### src/rtl/plv_pkg.sv
// Shared types, register indexes and small arithmetic helpers for the
// point light vertex shading block. No dependencies.
package plv_pkg;

    localparam int unsigned QueueDepth = 4;
    localparam int unsigned AddrWidth  = 5;

    typedef logic signed [31:0] q16_t;

    typedef enum logic [2:0] {
        REG_LIGHT_X     = 3'd0,
        REG_LIGHT_Y     = 3'd1,
        REG_LIGHT_Z     = 3'd2,
        REG_LIGHT_R     = 3'd3,
        REG_LIGHT_G     = 3'd4,
        REG_LIGHT_B     = 3'd5,
        REG_LIGHT_RANGE = 3'd6
    } reg_idx_t;

    // Light setup as held in the configuration registers.
    typedef struct packed {
        q16_t [2:0]  pos;
        q16_t [2:0]  col;
        logic [30:0] range;
    } light_t;

    // One classified vertex as it travels from the front end to the back end.
    typedef struct packed {
        q16_t [2:0] lv;
        q16_t [2:0] nrm;
        q16_t [2:0] col;
        logic       bypass;
    } fe_t;

    function automatic logic signed [34:0] sx35(input logic [31:0] a);
        return {{3{a[31]}}, a};
    endfunction

    function automatic logic [31:0] sat32(input logic signed [34:0] v);
        if (v > 35'sd2147483647) begin
            return 32'h7fff_ffff;
        end else if (v < -35'sd2147483648) begin
            return 32'h8000_0000;
        end
        return v[31:0];
    endfunction

    function automatic logic [31:0] mag32(input logic [31:0] v);
        return v[31] ? (32'd0 - v) : v;
    endfunction

endpackage

### src/rtl/plv_front.sv
// Front end: accepts vertices, forms the saturated light vector and handles
// the zero range case. Depends on plv_pkg.
module plv_front (
    input  logic             aclk,
    input  logic             aresetn,
    input  logic             in_valid,
    output logic             in_ready,
    input  logic [287:0]     in_data,
    input  plv_pkg::light_t  light,
    output logic             out_valid,
    input  logic             out_ready,
    output plv_pkg::fe_t     out_item
);

    logic         valid_reg;
    plv_pkg::fe_t item_reg;
    plv_pkg::fe_t item_next;

    assign in_ready  = !valid_reg || out_ready;
    assign out_valid = valid_reg;
    assign out_item  = item_reg;

    always_comb begin
        item_next = '0;
        for (int c = 0; c < 3; c++) begin
            item_next.lv[c]  = plv_pkg::sat32(plv_pkg::sx35(light.pos[c])
                                              - plv_pkg::sx35(in_data[32*c +: 32]));
            item_next.nrm[c] = in_data[96 + 32*c +: 32];
            item_next.col[c] = in_data[192 + 32*c +: 32];
            // With no range the light color is a plain add and the back end
            // only has to forward the color.
            if (light.range == 31'd0) begin
                item_next.col[c] = plv_pkg::sat32(plv_pkg::sx35(in_data[192 + 32*c +: 32])
                                                  + plv_pkg::sx35(light.col[c]));
            end
        end
        item_next.bypass = (light.range == 31'd0);
    end

    always_ff @(posedge aclk) begin
        if (!aresetn) begin
            valid_reg <= 1'b0;
        end else if (in_ready) begin
            valid_reg <= in_valid;
        end
    end

    always_ff @(posedge aclk) begin
        if (in_ready && in_valid) begin
            item_reg <= item_next;
        end
    end

endmodule

### config.mk
export PLATFORM = sky130hd
export DESIGN_NAME = plv_front
export DESIGN_NICKNAME = d
export VERILOG_FILES = /design/src/rtl/plv_pkg.sv /design/src/rtl/plv_front.sv
export SDC_FILE = /design/constraint.sdc
export NUM_CORES = 1
export LEC_CHECK = 0
export BUFFER_PORTS_ARGS = -buffer_cell sky130_fd_sc_hd__buf_4
export CORE_AREA = 2 2 310 312
export CTS_BUF_LIST = sky130_fd_sc_hd__clkbuf_16
export DETAILED_ROUTE_END_ITERATION = 12
export DIE_AREA = 0 0 312 314
export REMOVE_ABC_BUFFERS = 1
export SLEW_MARGIN = 20
export SYNTH_ARGS = -nofsm -noshare
export SYNTH_HDL_FRONTEND = slang
export SYNTH_SLANG_ARGS = --single-unit
### constraint.sdc
create_clock -name aclk -period 25 [get_ports aclk]
set_input_delay 2.5 -clock aclk [delete_from_list [all_inputs] [get_ports aclk]]
set_output_delay 2.5 -clock aclk [all_outputs]
set_load 0.01 [all_outputs]
==> metrics, run 1 <==
most common cell in the synthesized netlist=sky130_fd_sc_hd__edfxtp_1; standard cell with the maximum stage delay on the critical path=sky130_fd_sc_hd__o21ai_0; cell type contributing the most total cell area after synthesis=sky130_fd_sc_hd__edfxtp_1; DRC violations left=0; peak supply drop=0.0000364 V; routed vias=20,300; number of flops mapped to enable cells by yosys=289; Most common cell on crit path=sky130_fd_sc_hd__buf_4; peak clock frequency supported by timing=165 MHz; Distinct cells, synth=87; gate count of the mapped netlist=2,243; crit end category=register; #FFs+latches synth=290; standby leakage power=0.0137 µW; average footprint of a synthesized cell=9.57 µm²; cell area after synthesis=21,500 µm²; cells traversed along the worst timing path=buf_4 > ha_1 > a21oi_1 > o21ai_0 > buf_4 > nor2_1 > a22o_1 > o41ai_2 > a31o_2 > xor2_2 > buf_4 > or2_2 > nand2_2 > o21ai_0; total count of hold-check failures in the final report=0; max-capacitance violation count=0; buffer type at the clock tree root=sky130_fd_sc_hd__clkbuf_16; post-cts gate resize count=0; sum of negative setup slack=0 ns; average wire per cell in the routed design=20.3 µm; Worst-Margin Slew=1.02 ns; Row Count=113; share of the synthesized area in the top cell type=0.405; Core Footprint=94,400 µm²; Critical path buffers and inverters=3; final antenna-violating net count=0; ratio of total power to cell area=58.0 nW/µm²; hold bufs inserted after CTS=0; main area contributors after synthesis=sky130_fd_sc_hd__edfxtp_1 40%, sky130_fd_sc_hd__ha_1 11%, sky130_fd_sc_hd__o21ai_0 5.1%; setup repair after global routing missed its margin=no; filler cell count=9,860; pins over their slew limit=0; drt total wl=88.0 mm; initial antenna violation count=15; CTS tree=built; crit path max fanout=23; DR vias/cell=4.70; Critical Setup Path Class=in -> reg; minimum clock period after layout=6.07 ns; die footprint=98,000 µm²; flip-flop cell with the highest count after synthesis=sky130_fd_sc_hd__edfxtp_1; Worst path top cell family by delay=compound AO/OA/AOI/OAI gates; endpoints failing setup=0; area occupied by registers=8700 µm²; grt ovf=0; fin crit share=0.243; post-synthesis sequential area ratio=0.405; Sinks on Clock Net=290; Final HPWL DP=72.4 mm; Final Skew=0.0138 ns; multi-input logic area=11,900 µm²; source of the worst register-to-register timing path=out_valid; Syn. warnings=0; status=finished clean; CTS Buf Count=39; non-filler instance count after layout=4,332; total setup buffers inserted after CTS=0; Worst Setup SP=in_data[200]; Vert. Die Dim=314 µm; Worst Path Arrival=6.35 ns; chip width=312 µm; global-route wire length before repair=128 mm; I/O pin count=806; share of flip-flops with an asynchronous set or reset after synthesis=0; initial core utilization=0.227; critical path data required time=25.28 ns; violation count after the first detailed-route iteration=1,271; worst hold path startpoint=out_valid; top cell types by occurrence after synthesis=289 x sky130_fd_sc_hd__edfxtp_1, 218 x sky130_fd_sc_hd__o21ai_0, 195 x sky130_fd_sc_hd__nand2_1; fraction of final layout cells with drive strength greater than 1=0.304; maximum number of buffers from clock root to sink=3; Placed Instances=4,256; CTS H-tree depth=2; worst min path class=reg -> reg; Area growth syn-to-layout=40.8%; Clock Pin Slew Worst Setup and Hold Paths=0.06 ns; routability congestion estimate from global placement=0.932; global-route usage over all layers=0.170; clock network latency to the later pin of the worst-skew pair=0.57 ns; worst rel slew slack=0.321; net count of the finished layout=3,745; Initial DRT Pass Iterations=5; delay of the slowest cell on the worst path=0.61 ns; IO Port Bufs=805; maximum number of pins on one net before global-route repair=73; Startpoint Class=input pin; vias in the first global route=20,100
==> area by class of cell <==
cell class                 instances  share of cell area
antenna                            7            0.000580
timing repair buffer             820               0.204
inverter                         149              0.0185
clock buffer                      39              0.0323
multi-input combinational       1732               0.394
sequential                       290               0.288
clock inverter                    30              0.0101
tap                             1265              0.0524
==> logic make-up (layout without fill, tap and decap cells) <==
group / count (synthesis) / after routing / synth area share
DFF: 290 / 290 / 0.405
xor gates and xnor gates: 160 / 160 / 0.0657
AOI/OAI and AO/OA: 786 / 786 / 0.236
other: 0 / 7 / 0
muxes: 9 / 9 / 0.00449
and+or+nand+nor: 572 / 572 / 0.126
buffers and inverters: 221 / 1038 / 0.0412
adders and majority gates: 205 / 205 / 0.121
==> where the power goes <==
part	internal, µW	leakage, µW	total, µW	switching (µW)
clock network	346	0.000647	580	234
registers	595	0.00278	610	14.7
logic	253	0.0102	564	310
total	1190	0.0137	1750	559
==> layout by cell type (no fill, tap or decap), types with 25 or more instances in the layout <==
cell / instances
sky130_fd_sc_hd__ha_1: 192
sky130_fd_sc_hd__o21ai_0: 217
sky130_fd_sc_hd__nor2_1: 151
sky130_fd_sc_hd__inv_1: 153
sky130_fd_sc_hd__xor2_1: 67
sky130_fd_sc_hd__xnor2_1: 92
sky130_fd_sc_hd__o21a_1: 27
sky130_fd_sc_hd__a21oi_1: 181
sky130_fd_sc_hd__nor3_1: 28
sky130_fd_sc_hd__nand3_1: 37
sky130_fd_sc_hd__edfxtp_1: 289
sky130_fd_sc_hd__a21o_1: 135
sky130_fd_sc_hd__nand2_1: 194
sky130_fd_sc_hd__buf_4: 820
sky130_fd_sc_hd__and3_1: 25
sky130_fd_sc_hd__clkbuf_16: 39
==> layer usage <==
metal | routed length (µm) | vias to the layer above | share of wire | GRT usage
met5 | 89 | - | 0.0010 | 0
met4 | 2790 | 14 | 0.032 | 0.0594
met3 | 5940 | 119 | 0.067 | 0.0418
met2 | 42500 | 643 | 0.48 | 0.289
met1 | 36700 | 9669 | 0.42 | 0.209
li1 | - | 9903 | - | -
==> flip-flops by register name, indices dropped and copies added, names as in the netlist <==
name,flops
out_item,289
out_valid,1
==> through the flow <==
step	total power, µW	util	worst slack, ns	hold WS [ns]	cell area, µm²
2_1_floorplan	943	-	15.03	0.610	21100
3_3_place_gp	1180	0.306	18.17	0.544	28900
3_5_place_dp	1180	0.306	18.03	0.542	28900
4_1_cts	1780	0.320	18.65	0.550	30200
5_1_grt	1840	0.320	18.64	0.590	30200
6_report	1750	0.320	18.93	0.549	30200
==> tightest hold or removal path, stage by stage, from the launching register on <==
cell and delay, ns:
sky130_fd_sc_hd__dfxtp_1 0.31, sky130_fd_sc_hd__nand2b_1 0.10, sky130_fd_sc_hd__a21boi_0 0.09
==> final timing paths <==
path | to | slack, ns | cells after the start
worst max-delay path | out_item[1] | 18.93 | 14
worst min-delay path | out_valid | 0.55 | 2
worst min register to register | out_valid | 0.55 | 2
worst max register to register | out_item[249] | 21.79 | 4
Note: power is estimated with default switching activity, not from simulation.
==> run 2: changes to the inputs <==
==> constraint.sdc (replaced) <==
create_clock -name aclk -period 5.6 [get_ports aclk]
set_input_delay 0.56 -clock aclk [delete_from_list [all_inputs] [get_ports aclk]]
set_output_delay 0.56 -clock aclk [all_outputs]
set_load 0.01 [all_outputs]
==> run 2 against run 1 <==
Register-to-register slack got worse by 18 ns; power rose to 4.4 times the previous value; via count rose by 0.38%; count of clock-buffer cells in the layout rose by 1; sequential power rose to 4.5 times the previous value; non-clock buffer count rose by 7; core utilization barely moved; sequential cell count did not move; critical path type unchanged; highest routed layer unchanged.
==> metrics, run 2 (synthesis results as in run 1) <==
status=finished clean; Critical Setup Path Class=in -> reg; fin crit share=0.739; crit path max fanout=17 (-26%); post-cts gate resize count=0 (unchanged); Area growth syn-to-layout=40.9% (about the same); initial antenna violation count=13 (-2); buffer type at the clock tree root=sky130_fd_sc_hd__clkbuf_16; non-filler instance count after layout=4,339 (+0.16%); maximum number of buffers from clock root to sink=3 (unchanged); total count of hold-check failures in the final report=0 (unchanged); Worst path top cell family by delay=compound AO/OA/AOI/OAI gates; Row Count=113 (unchanged); chip width=312 µm (unchanged); Clock Pin Slew Worst Setup and Hold Paths=0.06 ns (about the same); maximum number of pins on one net before global-route repair=109 (+49%); critical path data required time=5.87 ns (-19.41 ns); routability congestion estimate from global placement=0.946 (+1.5%); CTS Buf Count=39 (unchanged); Sinks on Clock Net=290 (unchanged); area occupied by registers=8700 µm² (unchanged); global-route usage over all layers=0.170 (about the same); multi-input logic area=11,900 µm² (-0.10%); setup repair after global routing missed its margin=no; Critical path buffers and inverters=4 (+1); worst rel slew slack=0.422 (+0.101); max FFs per register=289 (unchanged); Vert. Die Dim=314 µm (unchanged); peak clock frequency supported by timing=242 MHz; drt total wl=87.9 mm (-0.16%); endpoints failing setup=0 (unchanged); final antenna-violating net count=0 (unchanged); Initial DRT Pass Iterations=5 (unchanged); total setup buffers inserted after CTS=0 (unchanged); minimum clock period after layout=4.14 ns; most used cells in the layout excluding fill and tap cells=824 x sky130_fd_sc_hd__buf_4, 289 x sky130_fd_sc_hd__edfxtp_1, 217 x sky130_fd_sc_hd__o21ai_0, 195 x sky130_fd_sc_hd__nand2_1, 192 x sky130_fd_sc_hd__ha_1; average wire per cell in the routed design=20.3 µm (-0.32%); pins over their slew limit=0 (unchanged); Worst-Margin Slew=0.868 ns (-0.151 ns); Core Footprint=94,400 µm² (unchanged); clock network latency to the later pin of the worst-skew pair=0.58 ns (about the same); DRC violations left=0 (unchanged); crit end category=register; Placed Instances=4,263 (+0.16%); die footprint=98,000 µm² (unchanged); routed vias=20,400 (+0.38%); worst min path class=in -> reg; ratio of total power to cell area=254 nW/µm² (+340%); peak supply drop=0.000180 V (+390%); final core area utilization=0.320 (about the same); Startpoint Class=input pin; delay of the slowest cell on the worst path=0.60 ns (about the same); vias in the first global route=20,000 (-0.43%); initial core utilization=0.227 (unchanged); global-route wire length before repair=128 mm (about the same); Worst Path Arrival=4.41 ns (-1.94 ns); CTS tree=built; violation count after the first detailed-route iteration=1,381 (+8.7%); grt ovf=0 (unchanged); Final Skew=0.0191 ns (+0.00531 ns); DR vias/cell=4.71 (+0.22%); net count of the finished layout=3,752 (+0.19%); Final HPWL DP=71.7 mm (-0.91%); CTS H-tree depth=2 (unchanged); I/O pin count=806 (unchanged); sum of negative setup slack=0 ns (unchanged); most common cell after layout, fill and taps aside=sky130_fd_sc_hd__buf_4; standby leakage power=0.0137 µW (+0.14%); filler cell count=9,944 (+0.85%); max-capacitance violation count=0 (unchanged); fraction of final layout cells with drive strength greater than 1=0.305 (+0.00116); cells traversed along the worst timing path=buf_4 > inv_1 > ha_1 > inv_1 > fa_1 > a211oi_1 > nor2_1 > o221ai_1 > a2111oi_4 > o311ai_2 > o21ai_1 > a211oi_1 > a21oi_2 > nor2_1 > buf_4 > o21ai_0; standard cell with the maximum stage delay on the critical path=sky130_fd_sc_hd__nor2_1; hold bufs inserted after CTS=0 (unchanged); IO Port Bufs=805 (unchanged)
==> run 2: cell types whose count changed in the layout (fill, tap and decap cells not counted), moves of 3 or more <==
| cell | before | now |
|---|---|---|
| sky130_fd_sc_hd__buf_12 | 0 | 3 |
| sky130_fd_sc_hd__buf_4 | 820 | 824 |
| sky130_fd_sc_hd__bufinv_16 | 6 | 2 |
| sky130_fd_sc_hd__clkinv_1 | 9 | 6 |
| sky130_fd_sc_hd__clkinvlp_4 | 1 | 5 |
| sky130_fd_sc_hd__inv_1 | 153 | 157 |
==> run 2: final timing paths <==
path,from,end,slack (ns),depth (start not counted)
hold / removal,in_data[101],out_item[102],0.15,1
hold reg to reg,out_valid,out_valid,0.57,2
setup / recovery,light[191],out_item[269],1.46,16
setup reg to reg,out_valid,out_item[106],3.71,3
==> run 2: metal layers <==
| layer | share of wire | track usage | routed length [µm] | vias up |
|---|---|---|---|---|
| li1 | - | - | - | 9925 |
| met4 | 0.024 | 0.0494 | 2130 | 16 |
| met1 | 0.42 | 0.208 | 36900 | 9739 |
| met3 | 0.065 | 0.0428 | 5680 | 108 |
| met2 | 0.49 | 0.294 | 43100 | 637 |
| met5 | 0.0010 | 0 | 92 | - |
==> run 2: layout make-up <==
cell class / instances / share of cell area
antenna: 6 / 0.000497
clock buffer: 40 / 0.0331
clock inverter: 30 / 0.00720
inverter: 149 / 0.0185
multi-input combinational: 1732 / 0.394
sequential: 290 / 0.288
tap: 1265 / 0.0524
timing repair buffer: 827 / 0.207
==> run 2: through the flow <==
step | area [µm²] | hold WS, ns | worst slack (ns) | total power (µW)
2_1_floorplan | 21100 | 0.610 | -2.43 | 4210
3_3_place_gp | 29000 | 0.538 | 0.231 | 5270
3_5_place_dp | 29000 | 0.549 | 0.877 | 5280
4_1_cts | 30200 | 0.0877 | 1.49 | 7770
5_1_grt | 30200 | 0.0954 | 1.13 | 8100
6_report | 30200 | 0.151 | 1.46 | 7670
==> run 2: power by group <==
| part | switching (µW) | total [µW] | leakage (µW) | internal (µW) |
|---|---|---|---|---|
| registers | 67.5 | 2720 | 0.00278 | 2660 |
| logic | 1380 | 2510 | 0.0103 | 1140 |
| clock network | 1050 | 2440 | 0.000617 | 1390 |
==> run 3: changes to the inputs <==
==> constraint.sdc (replaced) <==
create_clock -name aclk -period 4.1 [get_ports aclk]
set_input_delay 0.41 -clock aclk [delete_from_list [all_inputs] [get_ports aclk]]
set_output_delay 0.41 -clock aclk [all_outputs]
set_load 0.01 [all_outputs]
==> run 3 against run 2 <==
Worst hold slack lost 0.057 ns; non-clock buffer count up 143; first-iteration DRC count down 8.2%; combinational power up 45%; die area is the same; critical path type unchanged; critical endpoint is now out_item[89]; largest cell class unchanged.
==> metrics, run 3 (synthesis results as in run 1) <==
status=finished clean; crit end category=register; flop-to-flop setup slack=2.17 ns (-1.54 ns); Core Footprint=94,400 µm² (unchanged); cell internal power dissipation=7160 µW (+38%); Worst Path Arrival=3.87 ns (-0.54 ns); Vert. Die Dim=314 µm (unchanged); Area growth syn-to-layout=47.6%; maximum number of buffers from clock root to sink=3 (unchanged); non-filler instance count after layout=4,482 (+3.3%); Startpoint Class=input pin; CTS Buf Count=39 (unchanged); IO Port Bufs=805 (unchanged); filler cell count=9,707 (-2.4%); post-cts gate resize count=0 (unchanged); switching share of power=0.329 (+0.00511); maximum number of pins on one net before global-route repair=88 (-19%); most common cell after layout, fill and taps aside=sky130_fd_sc_hd__buf_4; DR vias/cell=4.72 (+0.22%); Comb power frac=0.340 (+0.012); peak supply drop=0.000244 V (+36%); die footprint=98,000 µm² (unchanged); terminating pin of the worst hold path=out_item[78]; setup repair after global routing missed its margin=no; Sinks on Clock Net=290 (unchanged); Final HPWL DP=72.6 mm (+1.2%); most used cells in the layout excluding fill and tap cells=859 x sky130_fd_sc_hd__buf_4, 289 x sky130_fd_sc_hd__edfxtp_1, 217 x sky130_fd_sc_hd__o21ai_0, 195 x sky130_fd_sc_hd__nand2_1, 192 x sky130_fd_sc_hd__ha_1; Critical Setup Path Class=in -> reg; worst r2r dst=out_item[233]; total count of hold-check failures in the final report=0 (unchanged); global-route usage over all layers=0.172 (+0.00194); endpoints failing setup=0 (unchanged); CTS tree=built; initial core utilization=0.227 (unchanged); max-capacitance violation count=0 (unchanged); I/O pin count=806 (unchanged); ratio of total power to cell area=337 nW/µm² (+33%); average wire per cell in the routed design=19.9 µm (-1.8%); critical path data required time=4.44 ns (-1.43 ns); fraction of final layout cells with drive strength greater than 1=0.306 (+0.00127); switching component of the power=3520 µW (+41%); number of cell instances on the worst register-to-register path=3 (unchanged); minimum clock period after layout=3.53 ns; worst rel slew slack=0.314 (-0.108); worst hold path startpoint=in_data[269]; sum of negative setup slack=0 ns (unchanged); Initial DRT Pass Iterations=5 (unchanged); routed vias=21,100 (+3.5%); Clock Pin Slew Worst Setup and Hold Paths=0.06 ns (about the same); grt ovf=0 (unchanged); total setup buffers inserted after CTS=0 (unchanged); Placed Instances=4,310 (+1.1%); global-route wire length before repair=130 mm (+1.6%); part of the power in registers=0.349 (-0.006); pins over their slew limit=0 (unchanged); routability congestion estimate from global placement=0.923 (-2.4%); peak clock frequency supported by timing=283 MHz; max FFs per register=289 (unchanged); CTS H-tree depth=2 (unchanged); worst min path class=in -> reg; Row Count=113 (unchanged); fin crit share=0.861; chip width=312 µm (unchanged); final core area utilization=0.335 (+0.0154); Worst-Margin Slew=1.03 ns (+0.162 ns); crit path max fanout=7 (-10); DRC violations left=0 (unchanged); source of the worst register-to-register timing path=out_valid; drt total wl=89.1 mm (+1.4%); standby leakage power=0.0143 µW (+4.8%); WHS Path Cells=3 (+2); worst-case setup slack after placement=0.0612 ns (-0.816 ns); clock network latency to the later pin of the worst-skew pair=0.61 ns (+0.03 ns); buffer type at the clock tree root=sky130_fd_sc_hd__clkbuf_16; Final Skew=0.0307 ns (+0.0116 ns); Placement Cell Area=29,500 µm² (+1.7%); net count of the finished layout=3,895 (+3.8%); violation count after the first detailed-route iteration=1,268 (-8.2%); final instance area=31,700 µm² (+4.8%); vias in the first global route=20,800 (+4.3%); fraction of power consumed by the clock network=0.311 (-0.007); initial antenna violation count=14 (+1); final antenna-violating net count=0 (unchanged); final setup margin=0.569 ns (-0.893 ns)
run 3: repair_timing:
item,CTS,global route
hold buffers,96,0
setup endpoints to repair,0,0
hold endpoints to repair,96,0
run 3: power groups by stage:
stage	clock network [µW]	registers, µW	logic (µW)
after floorplan	0	3940	1810
after global placement	0	3780	3530
after detailed placement	0	3780	3540
after CTS	3440	3730	3640
after global routing	3540	3740	3970
final	3330	3720	3630
run 3: final cells by class:
class	count	area [µm²]	share of cell area
multi-input cells	1732	11900	0.375
flip-flops and latches	290	8700	0.275
repair buffers	970	7710	0.243
well taps	1265	1580	0.0500
clock buffers	39	976	0.0308
inverters	149	559	0.0177
clock inverters	32	241	0.00762
diodes	5	12.5	0.000395
run 3: worst max path at each step:
stage / depth (start not counted) / startpoint / endpoint / slack [ns]
CTS: 13 / in_data[256] / out_item[89] / 0.70
global route: 13 / in_data[256] / out_item[89] / 0.40
global placement: 13 / in_data[224] / out_item[53] / 0.14
finish: 13 / in_data[256] / out_item[89] / 0.57
detailed placement: 13 / in_data[256] / out_item[89] / 0.06
floorplan: 2 / out_ready / out_item[0] / -3.78
run 3: worst max-delay path, cell delays in order:
cell and delay (ns):
sky130_fd_sc_hd__buf_4 0.11, sky130_fd_sc_hd__ha_1 0.23, sky130_fd_sc_hd__fa_1 0.43, sky130_fd_sc_hd__a211oi_1 0.39, sky130_fd_sc_hd__nor4_1 0.11, sky130_fd_sc_hd__nor3_1 0.37
sky130_fd_sc_hd__a21oi_1 0.15, sky130_fd_sc_hd__o21ai_0 0.47, sky130_fd_sc_hd__o21ai_1 0.22, sky130_fd_sc_hd__or2_2 0.37, sky130_fd_sc_hd__nand2_1 0.27, sky130_fd_sc_hd__o21ai_0 0.16
sky130_fd_sc_hd__buf_4 0.16
run 3: through the flow:
stage	power, µW	hold WS [ns]
2_1_floorplan	5750	0.509
3_3_place_gp	7320	0.537
3_5_place_dp	7330	0.544
4_1_cts	10800	0.0411
5_1_grt	11300	0.0699
6_report	10700	0.0943
run 3: per-layer routing:
metal	wire, µm	vias to the layer above	GRT usage
met5	88	-	0
met4	2040	16	0.0464
met3	6200	115	0.0427
met2	43700	720	0.298
met1	37100	10100	0.211
li1	-	10200	-
