$ cat src/rtl/plv_pkg.sv
// Shared types, register indexes and small arithmetic helpers for the
// point light vertex shading block. No dependencies.
package plv_pkg;

    localparam int unsigned QueueDepth = 4;
    localparam int unsigned AddrWidth  = 5;

    typedef logic signed [31:0] q16_t;

    typedef enum logic [2:0] {
        REG_LIGHT_X     = 3'd0,
        REG_LIGHT_Y     = 3'd1,
        REG_LIGHT_Z     = 3'd2,
        REG_LIGHT_R     = 3'd3,
        REG_LIGHT_G     = 3'd4,
        REG_LIGHT_B     = 3'd5,
        REG_LIGHT_RANGE = 3'd6
    } reg_idx_t;

    // Light setup as held in the configuration registers.
    typedef struct packed {
        q16_t [2:0]  pos;
        q16_t [2:0]  col;
        logic [30:0] range;
    } light_t;

    // One classified vertex as it travels from the front end to the back end.
    typedef struct packed {
        q16_t [2:0] lv;
        q16_t [2:0] nrm;
        q16_t [2:0] col;
        logic       bypass;
    } fe_t;

    function automatic logic signed [34:0] sx35(input logic [31:0] a);
        return {{3{a[31]}}, a};
    endfunction

    function automatic logic [31:0] sat32(input logic signed [34:0] v);
        if (v > 35'sd2147483647) begin
            return 32'h7fff_ffff;
        end else if (v < -35'sd2147483648) begin
            return 32'h8000_0000;
        end
        return v[31:0];
    endfunction

    function automatic logic [31:0] mag32(input logic [31:0] v);
        return v[31] ? (32'd0 - v) : v;
    endfunction

endpackage

$ cat src/rtl/plv_queue.sv
// Short register queue between the front end and the back end.
// Depends on plv_pkg. DEPTH must be at least 2.
module plv_queue #(
    parameter int unsigned DEPTH = plv_pkg::QueueDepth
) (
    input  logic          aclk,
    input  logic          aresetn,
    input  logic          in_valid,
    output logic          in_ready,
    input  plv_pkg::fe_t  in_item,
    output logic          out_valid,
    input  logic          out_ready,
    output plv_pkg::fe_t  out_item
);

    localparam int unsigned PtrW = $clog2(DEPTH);
    localparam int unsigned CntW = $clog2(DEPTH + 1);

    plv_pkg::fe_t    mem_reg [DEPTH];
    logic [PtrW-1:0] wr_ptr_reg, rd_ptr_reg;
    logic [CntW-1:0] cnt_reg;
    logic            push, pop;

    assign in_ready  = (cnt_reg != CntW'(DEPTH));
    assign out_valid = (cnt_reg != '0);
    assign out_item  = mem_reg[rd_ptr_reg];
    assign push      = in_valid && in_ready;
    assign pop       = out_valid && out_ready;

    function automatic logic [PtrW-1:0] bump(input logic [PtrW-1:0] p);
        return (p == PtrW'(DEPTH - 1)) ? '0 : p + 1'b1;
    endfunction

    always_ff @(posedge aclk) begin
        if (!aresetn) begin
            wr_ptr_reg <= '0;
            rd_ptr_reg <= '0;
            cnt_reg    <= '0;
        end else begin
            if (push) begin
                wr_ptr_reg <= bump(wr_ptr_reg);
            end
            if (pop) begin
                rd_ptr_reg <= bump(rd_ptr_reg);
            end
            if (push && !pop) begin
                cnt_reg <= cnt_reg + 1'b1;
            end else if (pop && !push) begin
                cnt_reg <= cnt_reg - 1'b1;
            end
        end
    end

    always_ff @(posedge aclk) begin
        if (push) begin
            mem_reg[wr_ptr_reg] <= in_item;
        end
    end

endmodule

$ cat config.mk
export PLATFORM = sky130hd
export DESIGN_NAME = plv_queue
export DESIGN_NICKNAME = d
export VERILOG_FILES = /design/src/rtl/plv_pkg.sv /design/src/rtl/plv_queue.sv
export SDC_FILE = /design/constraint.sdc
export NUM_CORES = 1
export LEC_CHECK = 0
export BUFFER_PORTS_ARGS = -buffer_cell sky130_fd_sc_hd__buf_2
export CORE_UTILIZATION = 60
export CTS_CLUSTER_SIZE = 12
export DETAILED_ROUTE_END_ITERATION = 16
export PLACE_DENSITY = 0.86
export SYNTH_ARGS = -nofsm -noshare
export SYNTH_HDL_FRONTEND = slang
export SYNTH_SLANG_ARGS = --single-unit
$ cat constraint.sdc
create_clock -name aclk -period 26.7 [get_ports aclk]
set_input_delay 5.34 -clock aclk [delete_from_list [all_inputs] [get_ports aclk]]
set_output_delay 5.34 -clock aclk [all_outputs]
set_load 0.1 [all_outputs]
==> results.sh, run 1 <==
export IMPL_first_global_vias=21300
export IMPL_synth_edf_count=1156
export IMPL_finClkSkew_ps=41.9
export IMPL_num_vias=20000
export IMPL_peakVddDrop_mv=0.123
export IMPL_die_height_um=267
export IMPL_detail_route_iter0_violations=1967
export IMPL_yosysUniqueCellTypes=25
export IMPL_synth_area_sq_um=42200
export IMPL_tightest_slew_ps=1130
export IMPL_slew_viol_final=0
export IMPL_nFillCells=3704
export IMPL_root_buffer="clkbuf_16"
export IMPL_layout_nets=2517
export IMPL_post_cts_buffers=0
export IMPL_grtUsageMet1=0.316
export IMPL_die_x_um=267
export IMPL_ant_nets=0
export IMPL_cts_made_buffers=113
export IMPL_hold_ws_ps=538
export IMPL_initial_core_util=0.610
export IMPL_finalSetupViolCount=0
export IMPL_met2_usage=0.483
export IMPL_gr_total_overflow=0
export IMPL_syn_inst=1560
export IMPL_hp_class="register to register"
export IMPL_startpoint_type="register"
export IMPL_layoutNonFillerInstCount=3226
export IMPL_endpoint_kind="primary output"
export IMPL_period_needed_ps=10550
export IMPL_cts_tree="built"
export IMPL_relSlewSlack=0.245
export IMPL_ioPinCount=584
export IMPL_dpl_cell_count=3033
export IMPL_drt_pass1_iter_count=5
export IMPL_clock_latency_ps=680
export IMPL_drc=0
export IMPL_htreeDepth=3
export IMPL_path_clk_slew_ps=60
export IMPL_synthArstFlopShare=0
export IMPL_largest_reg_flops=1156
export IMPL_pre_cts_ws_ps=16680
export IMPL_grt_pass1_wl_mm=139
export IMPL_yosysMostFrequentCell="edfxtp_1"
export IMPL_cp_required_ps=21360
export IMPL_grtUsageMet3=0.0687
export IMPL_areaGrowthSynthToFinish_pct=16.8
export IMPL_worst_slack_ps=16150
export IMPL_rsz0062_at_grt="no"
export IMPL_placementRows=96
export IMPL_arrival_ps=5210
export IMPL_post_drt_wl_per_cell_um=30.1
export IMPL_synth_seq_area_share=0.828
export IMPL_dpl_hpwl_mm=56.9
export IMPL_cts_sinks=1165
export IMPL_syn_avg_cell_area_sq_um=27.0
export IMPL_grt_max_degree=142
export IMPL_fmax_mhz=94.8
export IMPL_cap_violations=0
export IMPL_post_cts_resized=0
export IMPL_status="finished, final reports clean"
export IMPL_core_area_sq_um=69100
export IMPL_gp_congestion=0.805
export IMPL_synth_area_top_cells="edfxtp_1 (82%), mux4_2 (15%), buf_6 (0.67%), dfxtp_1 (0.43%), buf_2 (0.36%)"
export IMPL_top_usage_layer="met2"
export IMPL_routed_wl_mm=97.1
export IMPL_synth_top_area_cell="edfxtp_1"
export IMPL_ys_flop_type="edfxtp_1"
export IMPL_synth_top_area_share=0.823
export IMPL_cts_hold_buf=0
export IMPL_yosys_warnings=0
export IMPL_p_leak_uw=0.0163
export IMPL_hold_viol=0
export IMPL_synth_nets=1860
export IMPL_min_period_over_period=0.395
export IMPL_clockBufferDepth=3
export IMPL_synthTopCellsByCount="edfxtp_1 (1156), mux4_2 (289), buf_2 (30)"
export IMPL_setup_tns_ps=0
export IMPL_grt_total_usage=0.272
export IMPL_worstSetupPathType="register to primary output"
export IMPL_antenna_found_initial=31
export IMPL_worstPathMaxFanout=51
export IMPL_dieArea_sq_um=71300
export IMPL_synth_seq_cells=1165
export IMPL_port_buffers=583
export IMPL_pwr_density_cell_nw_per_um2=121
export IMPL_via_per_inst=6.21
export IMPL_drive_above_1_share=0.453
[cell type report]
type / instances / area (sq um) / share of cell area
Timing Repair Buffer: 608 / 3120 / 0.0633
Antenna cell: 19 / 47.5 / 0.000965
Clock buffer: 148 / 3000 / 0.0609
Multi-Input combinational cell: 326 / 6810 / 0.138
Inverter: 3 / 11.3 / 0.000229
Tap cell: 931 / 1160 / 0.0236
Sequential cell: 1165 / 34900 / 0.709
Clock inverter: 26 / 209 / 0.00424
[placed cells by master, fill, tap and decap left out, types with 3 or more instances in the layout]
master     count
diode_2       19
clkinv_2       3
nand2_1        5
clkinv_1      14
inv_1          3
dfxtp_1        7
clkbuf_16    114
buf_2        583
buf_4         24
mux4_2       289
edfxtp_1    1156
inv_6          3
clkbuf_1      32
and3_4         4
o21ai_0        4
ha_1           6
[where the power goes]
group	switching (uW)	total, uW	leakage (uW)	internal [uW]
Combinational	1810	2240	0.00408	429
Clock	640	1420	0.00155	783
Sequential	72.6	2290	0.0107	2220
Total	2520	5960	0.0163	3430
[layer usage]
| layer | routed length, um | part of all wire |
|---|---|---|
| met5 | 153 | 0.0016 |
| met4 | 4110 | 0.042 |
| met3 | 7820 | 0.080 |
| met2 | 52800 | 0.54 |
| met1 | 32200 | 0.33 |
[logic make-up (layout without fill, tap and decap cells)]
group,after synthesis,in the layout,share of synthesized area
adder cells (fa/ha/maj),7,7,0.00226
multiplexers,291,291,0.155
buffers and inverters,69,785,0.0115
flip-flops,1165,1165,0.828
AO/OA/AOI/OAI,6,6,0.000831
XOR/XNOR,2,2,0.000416
AND/OR/NAND/NOR,20,20,0.00261
other,0,19,0
[stage by stage]
step	util	area (sq um)	total power, uW
finish	0.713	49300	5960
global route	0.713	49200	6100
CTS	0.713	49200	5980
detailed placement	0.666	46000	4550
global placement	0.666	46000	4510
floorplan	-	42200	4240
[path summary, 6_finish.rpt]
| path | start | end | slack (ps) | depth (start not counted) |
|---|---|---|---|---|
| setup / recovery | register | out_item[85] | 16150 | 5 |
| hold / removal | wr_ptr_reg[1] | wr_ptr_reg[1] | 540 | 2 |
| setup reg to reg | cnt_reg[0] | mem_reg[1][129] | 22020 | 5 |
| hold reg to reg | wr_ptr_reg[1] | wr_ptr_reg[1] | 540 | 2 |
[critical path, stage by stage (launching register included)]
cell and delay, ps:
dfxtp_4 990, buf_4 830, buf_4 780, buf_4 870, mux4_2 640, buf_2 320
Note: power is estimated with default switching activity, not from simulation.
==> run 2: changes to the inputs <==
--- a/config.mk
+++ b/config.mk
@@ -6,10 +6,10 @@
 export NUM_CORES = 1
 export LEC_CHECK = 0
 export BUFFER_PORTS_ARGS = -buffer_cell sky130_fd_sc_hd__buf_2
-export CORE_UTILIZATION = 60
+export CORE_UTILIZATION = 51
 export CTS_CLUSTER_SIZE = 12
 export DETAILED_ROUTE_END_ITERATION = 16
-export PLACE_DENSITY = 0.86
+export PLACE_DENSITY = 0.78
 export SYNTH_ARGS = -nofsm -noshare
 export SYNTH_HDL_FRONTEND = slang
 export SYNTH_SLANG_ARGS = --single-unit
==> constraint.sdc (replaced) <==
create_clock -name aclk -period 9.4 [get_ports aclk]
set_input_delay 1.88 -clock aclk [delete_from_list [all_inputs] [get_ports aclk]]
set_output_delay 1.88 -clock aclk [all_outputs]
set_load 0.1 [all_outputs]
==> run 2 against run 1 <==
Combinational power grew to 2.8 times the previous value; largest power group unchanged; die area rose by 18%; first-iteration DRC count down 26%.
==> results.sh, run 2 (synthesis gave the netlist of run 1 again) <==
export IMPL_worstSetupPathType="register to primary output"
export IMPL_htreeDepth=3
export IMPL_clock_latency_ps=680
export IMPL_detail_route_iter0_violations=1464
export IMPL_met1_length_mm=30.6
export IMPL_drive_above_1_share=0.451
export IMPL_gr_total_overflow=0
export IMPL_wl_met2_mm=43.4
export IMPL_p_int_uw=9830
export IMPL_relSlewSlack=0.166
export IMPL_die_height_um=290
export IMPL_r2r_end="mem_reg[2][128]"
export IMPL_min_to="wr_ptr_reg[1]"
export IMPL_cts_hold_buf=0
export IMPL_dieArea_sq_um=83800
export IMPL_slowest_delay_ps=800
export IMPL_layout_nets=2509
export IMPL_tightest_slew_ps=1250
export IMPL_post_drt_wl_per_cell_um=25.0
export IMPL_cap_violations=0
export IMPL_via_per_inst=5.64
export IMPL_status="finished, final reports clean"
export IMPL_dpl_hpwl_mm=51.6
export IMPL_port_buffers=583
export IMPL_p_clk_frac=0.243
export IMPL_path_clk_slew_ps=60
export IMPL_switching_share=0.417
export IMPL_final_util=0.605
export IMPL_p_total_uw=16800
export IMPL_cts_made_buffers=114
export IMPL_hold_ws_ps=509
export IMPL_p_leak_uw=0.0163
export IMPL_first_global_vias=19900
export IMPL_met3WireLength_mm=7.00
export IMPL_highest_layer="met5"
export IMPL_arrival_ps=3360
export IMPL_post_cts_buffers=0
export IMPL_grt_pass1_wl_mm=122
export IMPL_num_vias=19000
export IMPL_grt_max_degree=148
export IMPL_fmax_mhz=191
export IMPL_cp_cell_sequence="buf_12 > mux4_2 > buf_2"
export IMPL_peakVddDrop_mv=0.282
export IMPL_timing_rr_start="cnt_reg[0]"
export IMPL_power_share_combinational=0.374
export IMPL_gp_congestion=0.752
export IMPL_worstPathMaxFanout=144
export IMPL_layout_commonest_cell="edfxtp_1"
export IMPL_cp_slowest_cell="dfxtp_4"
export IMPL_seqPwrFrac=0.383
export IMPL_hold_viol=0
export IMPL_placementRows=105
export IMPL_largest_reg_flops=1156
export IMPL_ioPinCount=584
export IMPL_setup_tns_ps=0
export IMPL_final_cell_mix="edfxtp_1 (1156), buf_2 (583), mux4_2 (289)"
export IMPL_routed_wl_mm=84.3
export IMPL_ant_nets=0
export IMPL_clockBufferDepth=3
export IMPL_endpoint_kind="primary output"
export IMPL_hp_class="register to register"
export IMPL_startpoint_type="register"
export IMPL_slew_viol_final=0
export IMPL_cp_required_ps=7520
export IMPL_antenna_found_initial=31
export IMPL_period_needed_ps=5240
export IMPL_drc=0
export IMPL_reg2regPathDepth=3
export IMPL_core_area_sq_um=82000
export IMPL_p_sw_uw=7020
export IMPL_cts_tree="built"
export IMPL_initial_core_util=0.514
export IMPL_drt_pass1_iter_count=5
export IMPL_grt_total_usage=0.197
export IMPL_hp_start="wr_ptr_reg[1]"
export IMPL_finalSetupViolCount=0
export IMPL_rsz0062_at_grt="no"
export IMPL_regToRegSetupSlack_ps=6470
export IMPL_finClkSkew_ps=49.4
export IMPL_die_x_um=290
export IMPL_min_period_over_period=0.557
export IMPL_root_buffer="clkbuf_16"
export IMPL_pwr_density_cell_nw_per_um2=340
export IMPL_areaGrowthSynthToFinish_pct=17.6
export IMPL_min_path_cells=2
export IMPL_post_cts_resized=0
export IMPL_cts_sinks=1165
[run 2: worst max-delay path by stage]
stage / from / to / slack [ps] / cells past startpoint
2_1_floorplan: in_valid / mem_reg[3][0] / 210 / 1
3_3_place_gp: register / out_item[77] / 4950 / 3
3_5_place_dp: register / out_item[77] / 4970 / 3
4_1_cts: register / out_item[108] / 4190 / 3
5_1_grt: register / out_item[108] / 4060 / 3
6_report: register / out_item[128] / 4160 / 3
[run 2: worst max-delay path, delay by kind of cell (launching register included)]
family   cells  cell delay [ps]
mux          1              440
buf+inv      2              930
flops        1              800
[run 2: power groups by stage]
stage | logic (uW) | clock network (uW) | registers, uW
2_1_floorplan | 5400 | 0 | 6650
3_3_place_gp | 6300 | 0 | 6520
3_5_place_dp | 6320 | 0 | 6560
4_1_cts | 6350 | 4170 | 6460
5_1_grt | 6490 | 4370 | 6500
6_report | 6300 | 4090 | 6460
[run 2: final cells by class]
class | count | area, sq um
Fill cell | 5558 | 32400
Timing Repair Buffer | 599 | 3160
Antenna cell | 20 | 50.0
Clock inverter | 28 | 290
Tap cell | 1070 | 1340
Clock buffer | 153 | 3030
Inverter | 3 | 11.3
Sequential cell | 1165 | 34900
Multi-Input combinational cell | 326 | 6810
[run 2: routing by layer]
| layer | vias up | global-route usage |
|---|---|---|
| met2 | 726 | 0.326 |
| met3 | 176 | 0.0593 |
| met4 | 20 | 0.0886 |
| li1 | 8110 | - |
| met5 | - | 0 |
| met1 | 9938 | 0.241 |
[run 2: metrics by stage]
step	setup slack, ps	instance area [sq um]	instances
4_1_cts	4190	49500	3344
5_1_grt	4060	49600	3359
3_3_place_gp	4950	46200	3163
3_5_place_dp	4970	46200	3163
2_1_floorplan	206	42200	1560
6_report	4160	49600	3364
==> run 3: changes to the inputs <==
--- a/config.mk
+++ b/config.mk
@@ -5,11 +5,12 @@
 export SDC_FILE = /design/constraint.sdc
 export NUM_CORES = 1
 export LEC_CHECK = 0
+export ABC_AREA = 1
 export BUFFER_PORTS_ARGS = -buffer_cell sky130_fd_sc_hd__buf_2
-export CORE_UTILIZATION = 51
+export CORE_UTILIZATION = 52
 export CTS_CLUSTER_SIZE = 12
 export DETAILED_ROUTE_END_ITERATION = 16
-export PLACE_DENSITY = 0.78
+export PLACE_DENSITY = 0.79
 export SYNTH_ARGS = -nofsm -noshare
 export SYNTH_HDL_FRONTEND = slang
 export SYNTH_SLANG_ARGS = --single-unit
==> constraint.sdc (replaced) <==
create_clock -name aclk -period 4.5 [get_ports aclk]
set_input_delay 0.9 -clock aclk [delete_from_list [all_inputs] [get_ports aclk]]
set_output_delay 0.9 -clock aclk [all_outputs]
set_load 0.1 [all_outputs]
==> run 3 against run 2 <==
Hold slack got worse by 79 ps; clock skew decreased by 14 ps; critical path type unchanged; cell count increased by 37%; sequential share of layout area decreased by 1.3 points; register-to-register slack got worse by 4200 ps; worst setup slack lost 3900 ps; clock-buffer cell count decreased by 7; design area is 1.9% higher; flip-flop and latch count is the same; highest routed layer unchanged; area after synthesis up 2.1%.
==> results.sh, run 3 <==
export IMPL_cp_cell_sequence="buf_12 > buf_4 > o21ai_0 > o22ai_1 > buf_2"
export IMPL_largest_reg_flops=1156
export IMPL_yosys_warnings=0
export IMPL_hold_viol=0
export IMPL_slew_viol_final=0
export IMPL_post_drt_wl_per_cell_um=21.7
export IMPL_timing_rr_start="cnt_reg[0]"
export IMPL_cts_hold_buf=0
export IMPL_syn_avg_cell_area_sq_um=15.0
export IMPL_yosysMostFrequentCell="edfxtp_1"
export IMPL_drive_above_1_share=0.225
export IMPL_synth_top_family_by_area="compound AO/OA/AOI/OAI gates"
export IMPL_status="finished, final reports clean"
export IMPL_synth_seq_area_share=0.811
export IMPL_ant_nets=0
export IMPL_layout_commonest_cell="edfxtp_1"
export IMPL_worstPathMaxFanout=125
export IMPL_setup_tns_ps=0
export IMPL_routed_wl_mm=99.7
export IMPL_cts_sinks=1165
export IMPL_areaGrowthSynthToFinish_pct=17.4
export IMPL_syn_inst=2864
export IMPL_dpl_hpwl_mm=60.7
export IMPL_synth_compound_area_frac=0.110
export IMPL_grt_max_degree=126
export IMPL_synth_area_top_cells="edfxtp_1 (81%), nor2_1 (5.2%), o21ai_0 (4.8%), o22ai_1 (4.2%), o21ai_1 (2.0%)"
export IMPL_synthTopCellsByCount="edfxtp_1 (1156), nor2_1 (595), o21ai_0 (409)"
export IMPL_synth_top_area_share=0.807
export IMPL_hp_start="in_item[97]"
export IMPL_min_path_cells=1
export IMPL_post_cts_resized=0
export IMPL_finalSetupViolCount=0
export IMPL_clock_latency_ps=670
export IMPL_post_cts_buffers=0
export IMPL_ys_flop_type="edfxtp_1"
export IMPL_dieArea_sq_um=83900
export IMPL_final_cell_mix="edfxtp_1 (1156), nor2_1 (591), buf_2 (583)"
export IMPL_gp_congestion=0.796
export IMPL_initial_core_util=0.525
export IMPL_path_clk_slew_ps=60
export IMPL_layoutNonFillerInstCount=4592
export IMPL_min_period_over_period=0.940
export IMPL_finClkSkew_ps=35.6
export IMPL_yosysUniqueCellTypes=19
export IMPL_num_vias=26600
export IMPL_via_per_inst=5.80
export IMPL_cts_made_buffers=112
export IMPL_path_depth=5
export IMPL_cp_slowest_cell="dfxtp_4"
export IMPL_endpoint_kind="primary output"
export IMPL_root_buffer="clkbuf_16"
export IMPL_htreeDepth=3
export IMPL_core_area_sq_um=82000
export IMPL_slowest_delay_ps=670
export IMPL_synth_top_area_cell="edfxtp_1"
export IMPL_synthArstFlopShare=0
export IMPL_cts_tree="built"
export IMPL_reg2regPathDepth=6
export IMPL_synth_nets=3164
export IMPL_antenna_found_initial=39
export IMPL_drc=0
export IMPL_grt_total_usage=0.226
export IMPL_path_buf_inv=3
export IMPL_layout_nets=3740
export IMPL_nFillCells=5734
export IMPL_placementRows=105
export IMPL_final_util=0.616
export IMPL_relSlewSlack=0.359
export IMPL_die_x_um=290
export IMPL_period_needed_ps=4230
export IMPL_synth_edf_count=1156
export IMPL_dpl_cell_count=4396
export IMPL_cap_violations=0
export IMPL_worstSetupPathType="register to primary output"
export IMPL_synthAdderAreaFrac=0.00221
export IMPL_hp_class="input pin to register"
export IMPL_grt_pass1_wl_mm=144
export IMPL_rsz0062_at_grt="no"
export IMPL_startpoint_type="register"
export IMPL_fmax_mhz=236
export IMPL_tightest_slew_ps=962
export IMPL_synth_xor_area_share=0
export IMPL_arrival_ps=3330
export IMPL_port_buffers=583
export IMPL_clockBufferDepth=3
export IMPL_crit_family="buffers and inverters"
export IMPL_synthMuxAreaShare=0
export IMPL_drt_pass1_iter_count=5
export IMPL_gr_total_overflow=0
export IMPL_cp_required_ps=3600
export IMPL_detail_route_iter0_violations=2498
export IMPL_synth_simple_gate_area_frac=0.0536
export IMPL_synth_area_sq_um=43000
export IMPL_synth_seq_cells=1165
export IMPL_first_global_vias=25500
export IMPL_ioPinCount=584
export IMPL_die_height_um=290
run 3: cell count changes in the layout (fill, tap and decap cells not counted), moves of 12 or more:
cell | before | now
nor2_1 | 2 | 591
o22ai_1 | 0 | 289
inv_1 | 3 | 15
buf_4 | 6 | 45
o21ai_1 | 0 | 171
buf_12 | 10 | 25
mux4_2 | 289 | 0
o21ai_0 | 4 | 409
run 3: worst paths after layout:
kind	endpoint	slack [ps]
hold reg to reg	cnt_reg[0]	510
hold / removal	mem_reg[2][97]	430
setup reg to reg	mem_reg[2][98]	2240
setup / recovery	out_item[159]	270
run 3: area by class of cell:
cell class              count  area (sq um)  area share
repair buffers            653          3760      0.0744
clock buffers             146          2950      0.0584
inverters                  17          78.8     0.00156
flip-flops and latches   1165         34900       0.691
clock inverters            23           246     0.00488
well taps                1070          1340      0.0265
diodes                     27          67.6     0.00134
multi-input cells        1491          7180       0.142
run 3: cell families (layout without fill, tap and decap cells):
family | after synthesis | count (layout)
other | 0 | 27
AO/OA/AOI/OAI | 871 | 871
adder cells (fa/ha/maj) | 7 | 7
AND/OR/NAND/NOR | 613 | 613
flip-flops | 1165 | 1165
buffers and inverters | 208 | 839
run 3: stage by stage:
stage | hold WS, ps | cell area, sq um | setup slack (ps)
CTS | 376 | 50400 | 343
floorplan | 480 | 43100 | -1230
global route | 385 | 50500 | 185
global placement | 493 | 47300 | 1190
finish | 430 | 50500 | 271
detailed placement | 507 | 47300 | 1090
run 3: worst register-to-register path, stage by stage (launching register included):
cell,delay [ps]
dfxtp_1,370
nor2_1,100
nand2_4,110
nand2_8,90
nor2_4,500
buf_12,320
buf_12,350
run 3: layer usage:
layer | wire, um | part of all wire | vias to the layer above | GRT usage
li1 | - | - | 12000 | -
met1 | 36100 | 0.36 | 13100 | 0.269
met2 | 49600 | 0.50 | 1210 | 0.375
met3 | 8780 | 0.088 | 286 | 0.0612
met4 | 5000 | 0.050 | 26 | 0.121
met5 | 151 | 0.0015 | - | 0
Power of run 3 is left out: the tool's default activity adds up to more than one toggle a clock period on the data nets, which glitch-free logic cannot reach.
